[config.mk]
export PLATFORM = sky130hd
export DESIGN_NAME = manchester_bit_fifo
export DESIGN_NICKNAME = d
export VERILOG_FILES = /design/src/hdl/mbf_pkg.sv /design/src/hdl/mbf_store.sv /design/src/hdl/mbf_ctrl.sv /design/src/hdl/manchester_bit_fifo.sv
export SDC_FILE = /design/constraint.sdc
export NUM_CORES = 2
export LEC_CHECK = 0
export BUFFER_PORTS_ARGS = -buffer_cell sky130_fd_sc_hd__buf_2
export CAP_MARGIN = 20
export CORE_ASPECT_RATIO = 1.2
export CORE_MARGIN = 4
export CORE_UTILIZATION = 30
export CTS_CLUSTER_DIAMETER = 150
export CTS_CLUSTER_SIZE = 12
export DETAILED_ROUTE_END_ITERATION = 6
export GPL_TIMING_DRIVEN = 0
export PLACE_DENSITY = 0.46
export SETUP_SLACK_MARGIN = 0.15
export SYNTH_ARGS = -nofsm -noshare
export SYNTH_HDL_FRONTEND = slang
export SYNTH_SLANG_ARGS = --single-unit
[constraint.sdc]
create_clock -name clk -period 5.3 [get_ports clk]
set_input_delay 0.265 -clock clk [delete_from_list [all_inputs] [get_ports clk]]
set_output_delay 0.265 -clock clk [all_outputs]
set_load 0.005 [all_outputs]
[src/hdl/mbf_pkg.sv]
// shared types, codes and the manchester expansion for the bit fifo
// no dependencies; imported by every module of the block
package mbf_pkg;

  // default store size in symbols, a power of two from 32 to 65536
  localparam int unsigned FIFO_SIZE_DEF = 2048;

  localparam int unsigned BYTE_W       = 8;
  localparam int unsigned SYM_PER_BYTE = 2 * BYTE_W;
  localparam int unsigned SYM_SHIFT    = 4;
  localparam int unsigned FILL_W       = 11;

  // operation codes
  localparam logic [1:0] OP_PUSH  = 2'd0;
  localparam logic [1:0] OP_POP   = 2'd1;
  localparam logic [1:0] OP_CLEAR = 2'd2;

  // status codes
  localparam logic [1:0] ST_DONE    = 2'd0;
  localparam logic [1:0] ST_NO_ROOM = 2'd1;
  localparam logic [1:0] ST_EMPTY   = 2'd2;

  typedef struct packed {
    logic [1:0]        opcode;
    logic [BYTE_W-1:0] data_byte;
  } op_word_t;

  typedef struct packed {
    logic [1:0]        status;
    logic              line_bit;
    logic [FILL_W-1:0] fill_count;
  } rsp_word_t;

  // what the index control hands to the response register
  typedef struct packed {
    logic [1:0]        status;
    logic              pop_ok;
    logic [FILL_W-1:0] fill;
  } res_info_t;

  // msb first, a one becomes 1 then 0, a zero becomes 0 then 1;
  // bit j of the result is the symbol at head plus j
  function automatic logic [SYM_PER_BYTE-1:0] manchester_expand(
    input logic [BYTE_W-1:0] b
  );
    logic [SYM_PER_BYTE-1:0] s;
    s = '0;
    for (int k = 0; k < BYTE_W; k++) begin
      s[2*k]   = b[BYTE_W-1-k];
      s[2*k+1] = ~b[BYTE_W-1-k];
    end
    return s;
  endfunction

endpackage

[src/hdl/mbf_store.sv]
// symbol store: rows of sixteen symbols, one row written per push,
// one symbol read per pop with registered read data; uses mbf_pkg
module mbf_store #(
  parameter int unsigned FIFO_SIZE_BITS = mbf_pkg::FIFO_SIZE_DEF,
  localparam int unsigned IdxW = $clog2(FIFO_SIZE_BITS),
  localparam int unsigned RowW = IdxW - mbf_pkg::SYM_SHIFT
) (
  input  logic                              clk,
  input  logic                              wr_en,
  input  logic [RowW-1:0]                   wr_row,
  input  logic [mbf_pkg::SYM_PER_BYTE-1:0]  wr_data,
  input  logic                              rd_en,
  input  logic [IdxW-1:0]                   rd_idx,
  output logic                              rd_bit
);
  import mbf_pkg::*;

  localparam int unsigned Rows = FIFO_SIZE_BITS / SYM_PER_BYTE;

  logic [SYM_PER_BYTE-1:0] mem [Rows];
  logic [SYM_PER_BYTE-1:0] rd_data;
  logic [SYM_SHIFT-1:0]    rd_off;

  // one row write and one row read per cycle, read data registered
  always_ff @(posedge clk) begin
    if (wr_en) begin
      mem[wr_row] <= wr_data;
    end
    if (rd_en) begin
      rd_data <= mem[rd_idx[IdxW-1:SYM_SHIFT]];
      rd_off  <= rd_idx[SYM_SHIFT-1:0];
    end
  end

  // pick the symbol out of the registered row
  assign rd_bit = rd_data[rd_off];

endmodule

[src/hdl/mbf_ctrl.sv]
// head and tail indices, room and empty checks, fill after each word
// uses mbf_pkg; drives the store ports of mbf_store
module mbf_ctrl #(
  parameter int unsigned FIFO_SIZE_BITS = mbf_pkg::FIFO_SIZE_DEF,
  localparam int unsigned IdxW = $clog2(FIFO_SIZE_BITS),
  localparam int unsigned RowW = IdxW - mbf_pkg::SYM_SHIFT
) (
  input  logic                              clk,
  input  logic                              rst,
  input  logic                              accept,
  input  mbf_pkg::op_word_t                 op,
  output logic                              wr_en,
  output logic [RowW-1:0]                   wr_row,
  output logic [mbf_pkg::SYM_PER_BYTE-1:0]  wr_data,
  output logic                              rd_en,
  output logic [IdxW-1:0]                   rd_idx,
  output mbf_pkg::res_info_t                info
);
  import mbf_pkg::*;

  logic [IdxW-1:0]        wr_idx;
  logic [IdxW-1:0]        wr_idx_next;
  logic [IdxW-1:0]        rd_idx_q;
  logic [IdxW-1:0]        rd_idx_next;
  logic [IdxW-1:0]        free_cnt;
  logic [IdxW-1:0]        held_next;
  logic [IdxW+FILL_W-1:0] held_ext;
  logic                   push_ok;
  logic                   pop_ok;
  logic [1:0]             status;

  // the head only moves in steps of sixteen, so pushes fill whole rows
  assign free_cnt = rd_idx_q - wr_idx - IdxW'(1);

  // decode the word and work out the next indices
  always_comb begin
    wr_idx_next = wr_idx;
    rd_idx_next = rd_idx_q;
    push_ok     = 1'b0;
    pop_ok      = 1'b0;
    status      = ST_DONE;
    unique case (op.opcode)
      OP_PUSH: begin
        if (free_cnt < IdxW'(SYM_PER_BYTE)) begin
          status = ST_NO_ROOM;
        end else begin
          push_ok     = 1'b1;
          wr_idx_next = wr_idx + IdxW'(SYM_PER_BYTE);
        end
      end
      OP_POP: begin
        if (wr_idx == rd_idx_q) begin
          status = ST_EMPTY;
        end else begin
          pop_ok      = 1'b1;
          rd_idx_next = rd_idx_q + IdxW'(1);
        end
      end
      OP_CLEAR: begin
        wr_idx_next = '0;
        rd_idx_next = '0;
      end
      default: begin
      end
    endcase
  end

  // fill after the operation, cut or widened to the reported width
  assign held_next = wr_idx_next - rd_idx_next;
  assign held_ext  = {{FILL_W{1'b0}}, held_next};

  assign info.status = status;
  assign info.pop_ok = pop_ok;
  assign info.fill   = held_ext[FILL_W-1:0];

  // store access
  assign wr_en   = accept & push_ok;
  assign wr_row  = wr_idx[IdxW-1:SYM_SHIFT];
  assign wr_data = manchester_expand(op.data_byte);
  assign rd_en   = accept & pop_ok;
  assign rd_idx  = rd_idx_q;

  // index registers
  always_ff @(posedge clk) begin
    if (rst) begin
      wr_idx   <= '0;
      rd_idx_q <= '0;
    end else if (accept) begin
      wr_idx   <= wr_idx_next;
      rd_idx_q <= rd_idx_next;
    end
  end

endmodule

[src/hdl/manchester_bit_fifo.sv]
// channel  | valid     | stall     | word
// ---------+-----------+-----------+----------------------------------
// op       | op_valid  | op_stall  | op_word  (opcode, data_byte)
// rsp      | rsp_valid | rsp_stall | rsp_word (status, line_bit, fill_count)
//
// one word per cycle while no held response stalls op; its response shows in the cycle after
// acceptance, from the response register and the store read register.
// reset clears both indices at once; store contents are left as they are,
// since no symbol is read before a push has written it.
// op_stall is high while a response is held by rsp_stall.
// top level of the manchester bit fifo; uses mbf_pkg, mbf_ctrl, mbf_store
module manchester_bit_fifo #(
  parameter int unsigned FIFO_SIZE_BITS = mbf_pkg::FIFO_SIZE_DEF
) (
  input  logic               clk,
  input  logic               rst,
  input  logic               op_valid,
  output logic               op_stall,
  input  mbf_pkg::op_word_t  op_word,
  output logic               rsp_valid,
  input  logic               rsp_stall,
  output mbf_pkg::rsp_word_t rsp_word
);
  import mbf_pkg::*;

  localparam int unsigned IdxW = $clog2(FIFO_SIZE_BITS);
  localparam int unsigned RowW = IdxW - SYM_SHIFT;

  logic                    accept;
  logic                    wr_en;
  logic [RowW-1:0]         wr_row;
  logic [SYM_PER_BYTE-1:0] wr_data;
  logic                    rd_en;
  logic [IdxW-1:0]         rd_idx;
  logic                    rd_bit;
  res_info_t               info;
  res_info_t               info_q;

  // take a word whenever the response register is free or being emptied
  assign op_stall = rsp_valid & rsp_stall;
  assign accept   = op_valid & ~op_stall;

  mbf_ctrl #(
    .FIFO_SIZE_BITS(FIFO_SIZE_BITS)
  ) u_ctrl (
    .clk    (clk),
    .rst    (rst),
    .accept (accept),
    .op     (op_word),
    .wr_en  (wr_en),
    .wr_row (wr_row),
    .wr_data(wr_data),
    .rd_en  (rd_en),
    .rd_idx (rd_idx),
    .info   (info)
  );

  mbf_store #(
    .FIFO_SIZE_BITS(FIFO_SIZE_BITS)
  ) u_store (
    .clk    (clk),
    .wr_en  (wr_en),
    .wr_row (wr_row),
    .wr_data(wr_data),
    .rd_en  (rd_en),
    .rd_idx (rd_idx),
    .rd_bit (rd_bit)
  );

  // response register
  always_ff @(posedge clk) begin
    if (rst) begin
      rsp_valid <= 1'b0;
    end else if (accept) begin
      rsp_valid <= 1'b1;
    end else if (!rsp_stall) begin
      rsp_valid <= 1'b0;
    end
  end

  always_ff @(posedge clk) begin
    if (accept) begin
      info_q <= info;
    end
  end

  // the popped symbol arrives from the store read register
  assign rsp_word.status     = info_q.status;
  assign rsp_word.line_bit   = info_q.pop_ok & rd_bit;
  assign rsp_word.fill_count = info_q.fill;

endmodule

==> run metrics <==
status=completed; initial DRC count=3480; Setup Viol. Count Final=0; TritonCTS clock tree=built; total gr overflow=0; Max Transition Viols Final=0; CTS buffer count=201; Synth Area in XOR/XNOR=0.002252; Synth Area in Simple Gates=0.01621; Core Area=270700 sq um; placed cell areas=89780 sq um; Post-synth EDFFs=2082; Mapped Cells=3444; element type at the critical path start=flop; Min-Delay Path Class=in -> reg; IO buf count=29; Fmax=203.2 MHz; unrepaired setup endpoints after global routing=yes; DPL Wire Length=158300 um; full die area=280700 sq um; num ports=30; synthesis-to-layout area growth=16.74%; cell row count=209; largest net degree at the start of global routing=98; FF-to-FF setup slack=0.38 ns; crit-path max FO=13; drc violations=0; Synth Register Bits=2105; Initial Util=0.3018; Synth Warn #=0; Critical Path AT=5.42 ns; Worst Setup Path Type=reg -> reg; Slew Limit Headroom=0.2678; final WL=227600 um; Final Cycle Share=0.9286; post-synthesis compound-gate area fraction=0.005453; Routed Antenna Nets=0; clk buf depth=4; minimum clock period=4.922 ns; Seq/Total Area, Yosys=0.7710; Top FF cell, synth=edfxtp_1; Die Wd=484.4 um; syn nets=3484; filler-free cell count of the finished design=7502; H-tree depth=4; clock latency on the worst-skew pair=0.83 ns; worst-margin pin slew=1.098 ns; TritonCTS Sinks=2105; dpl cells=7234; Pleak=27.99 nW; die height=579.6 um; setup TNS=0 ns; async set-reset flop share out of synthesis=0; maxcap violations=0; pwr/cell area=331.3 nW/um^2; final setup margin=0.3783 ns; Vias=37400; post-route cell area=95360 sq um; gpl congestion=0.8200; synth unique cells=53; mapped cell area=81690 sq um; largest family of logic cells by synthesized area=multiplexers; Place WS=-0.7384 ns; wire length per cell=30.33 um; vias in the first global route=39230; Setup crit end kind=flop; hold violation total from the final report=0; total global-route track usage=0.1602; initial antenna violation count=23; vias per std cell=4.985; post-synthesis mux area share=0.1894; proportion of layout cells with a drive suffix above 1=0.3421; clock transition at the registers of the reported paths=0.07 ns; clk_skew=0.05161 ns; CP Data Required Time=5.80 ns; Synth Area in Adders=0.004074; detailed-routing iteration count for the pre-antenna-repair pass=6; first-pass GRT wire length=317900 um; CTS root buffer=clkbuf_16; Layout Nets=3912; Avg Cell Area, Syn=23.72 sq um; Max IR drop VDD=0.2103 mV
-- cells in the final DEF, fill, tap and decap left out, drive strengths merged, types with 3 or more instances in the layout --
| cell type | n |
|---|---|
| xor2 | 11 |
| edfxtp | 2082 |
| nor3 | 18 |
| dlygate4sd3 | 10 |
| xnor2 | 10 |
| nand3 | 13 |
| o21ai | 16 |
| a21oi | 25 |
| nand2 | 47 |
| nand2b | 5 |
| dfxtp | 23 |
| ha | 25 |
| clkbuf | 328 |
| a211oi | 4 |
| clkinv | 3 |
| mux4 | 677 |
| and2 | 7 |
| or2 | 6 |
| nor2b | 9 |
| or3 | 3 |
| diode | 7 |
| inv | 36 |
| mux2i | 3 |
| or4 | 3 |
| mux2 | 17 |
| nand4 | 11 |
| buf | 310 |
| nor2 | 168 |
-- layout make-up --
cell class | count | area, sq um
fillers | 24850 | 175300
clock inverters | 7 | 90.09
diodes | 7 | 17.52
clock buffers | 232 | 5189
plain buffers | 190 | 849.6
multi-input cells | 1116 | 18120
inverters | 32 | 150.1
flip-flops and latches | 2105 | 62980
well taps | 3587 | 4488
repair buffers | 226 | 3477
-- flip-flops by register name, summed over array words and instances (netlist names) --
name and flops:
u_store.rd_off 4, info_q 1, u_store.mem 2048, u_ctrl.rd_idx 11
u_store.rd_data 16, rsp_word 13, u_ctrl.wr_idx 11, rsp_valid 1
-- cells in the mapped netlist (3+ instances only) --
cell type	count	area, sq um
or4_1	3	22.52
nand2b_1	5	31.28
edfxtp_1	2082	62520
o21ai_0	16	80.08
nor2_1	168	630.6
nand2_1	47	176.4
mux2i_1	3	30.03
dfxtp_1	23	460.4
inv_1	31	116.4
buf_2	38	190.2
or3_1	3	18.77
nand3_1	13	65.06
buf_1	39	146.4
xor2_1	11	96.34
a21oi_1	25	125.1
a211oi_1	4	30.03
buf_4	16	120.1
and2_1	7	43.79
or2_2	6	37.54
nor3_1	18	90.09
xnor2_1	10	87.58
ha_1	25	312.8
nor2b_1	9	56.30
nand4_1	11	68.82
clkbuf_1	97	364.1
mux4_2	677	15250
mux2_2	17	191.4
-- report_power, final --
group          leakage [nW]  internal (mW)  switching (mW)  total (mW)
logic                  6.51          0.131           0.417       0.548
registers              18.9           18.3          0.0123        18.3
clock network          2.58           6.82            5.90        12.7
-- cell families after synthesis --
logic type | after synthesis
DFF | 2105
muxes | 697
and+or+nand+nor | 301
buffers and inverters | 223
AOI/OAI and AO/OA | 71
adders and majority gates | 26
xor gates and xnor gates | 21
-- worst max-delay path: stages (launching register included) --
cell and delay, ns:
dfxtp_1 0.50, inv_1 0.20, ha_1 0.31, clkbuf_1 0.22, nand3_1 0.15, nand2_1 0.06, a41oi_1 0.21, mux2i_1 0.28
nor4_1 0.10, buf_2 0.19, nor2_1 0.35, nand4_1 0.45, buf_16 0.32, clkbuf_2 0.49, nor2_2 0.48, buf_8 0.23
-- worst paths after layout --
path,cells after the start,from,to
min,1,op_word[0],u_store.mem[23][14]
max reg2reg,15,u_ctrl.wr_idx[5],u_store.mem[103][8]
min reg2reg,2,u_ctrl.wr_idx[2],u_ctrl.wr_idx[2]
max,15,u_ctrl.wr_idx[5],u_store.mem[103][8]
-- repair_timing --
item                                   4_1_cts  5_1_grt
endpoints found under the hold margin      319        0
setup endpoints to repair                  637      995
hold buffers                                10        0
setup buffers                                6        1
gates cloned                                 0        0
pin swaps                                    3        1
resized for setup                            5        7
-- metrics by stage --
step / total power [mW] / utilization / hold WS [ns]
after global placement: 19.21 / 0.3189 / 0.4718
after global routing: 32.68 / 0.3523 / 0.01244
after CTS: 32.02 / 0.3519 / 0.006994
final: 31.59 / 0.3523 / 0.01237
after floorplan: 18.87 / - / 0.3639
after detailed placement: 19.24 / 0.3317 / 0.4802
-- routing by layer --
layer / wire [um] / vias up / global-route usage
li1: - / 15480 / -
met1: 92100 / 20610 / 0.2046
met2: 118600 / 990 / 0.2831
met3: 10170 / 315 / 0.02355
met4: 6709 / 2 / 0.04557
met5: 9 / - / 0
No activity file was read; power rests on OpenSTA's default activity.
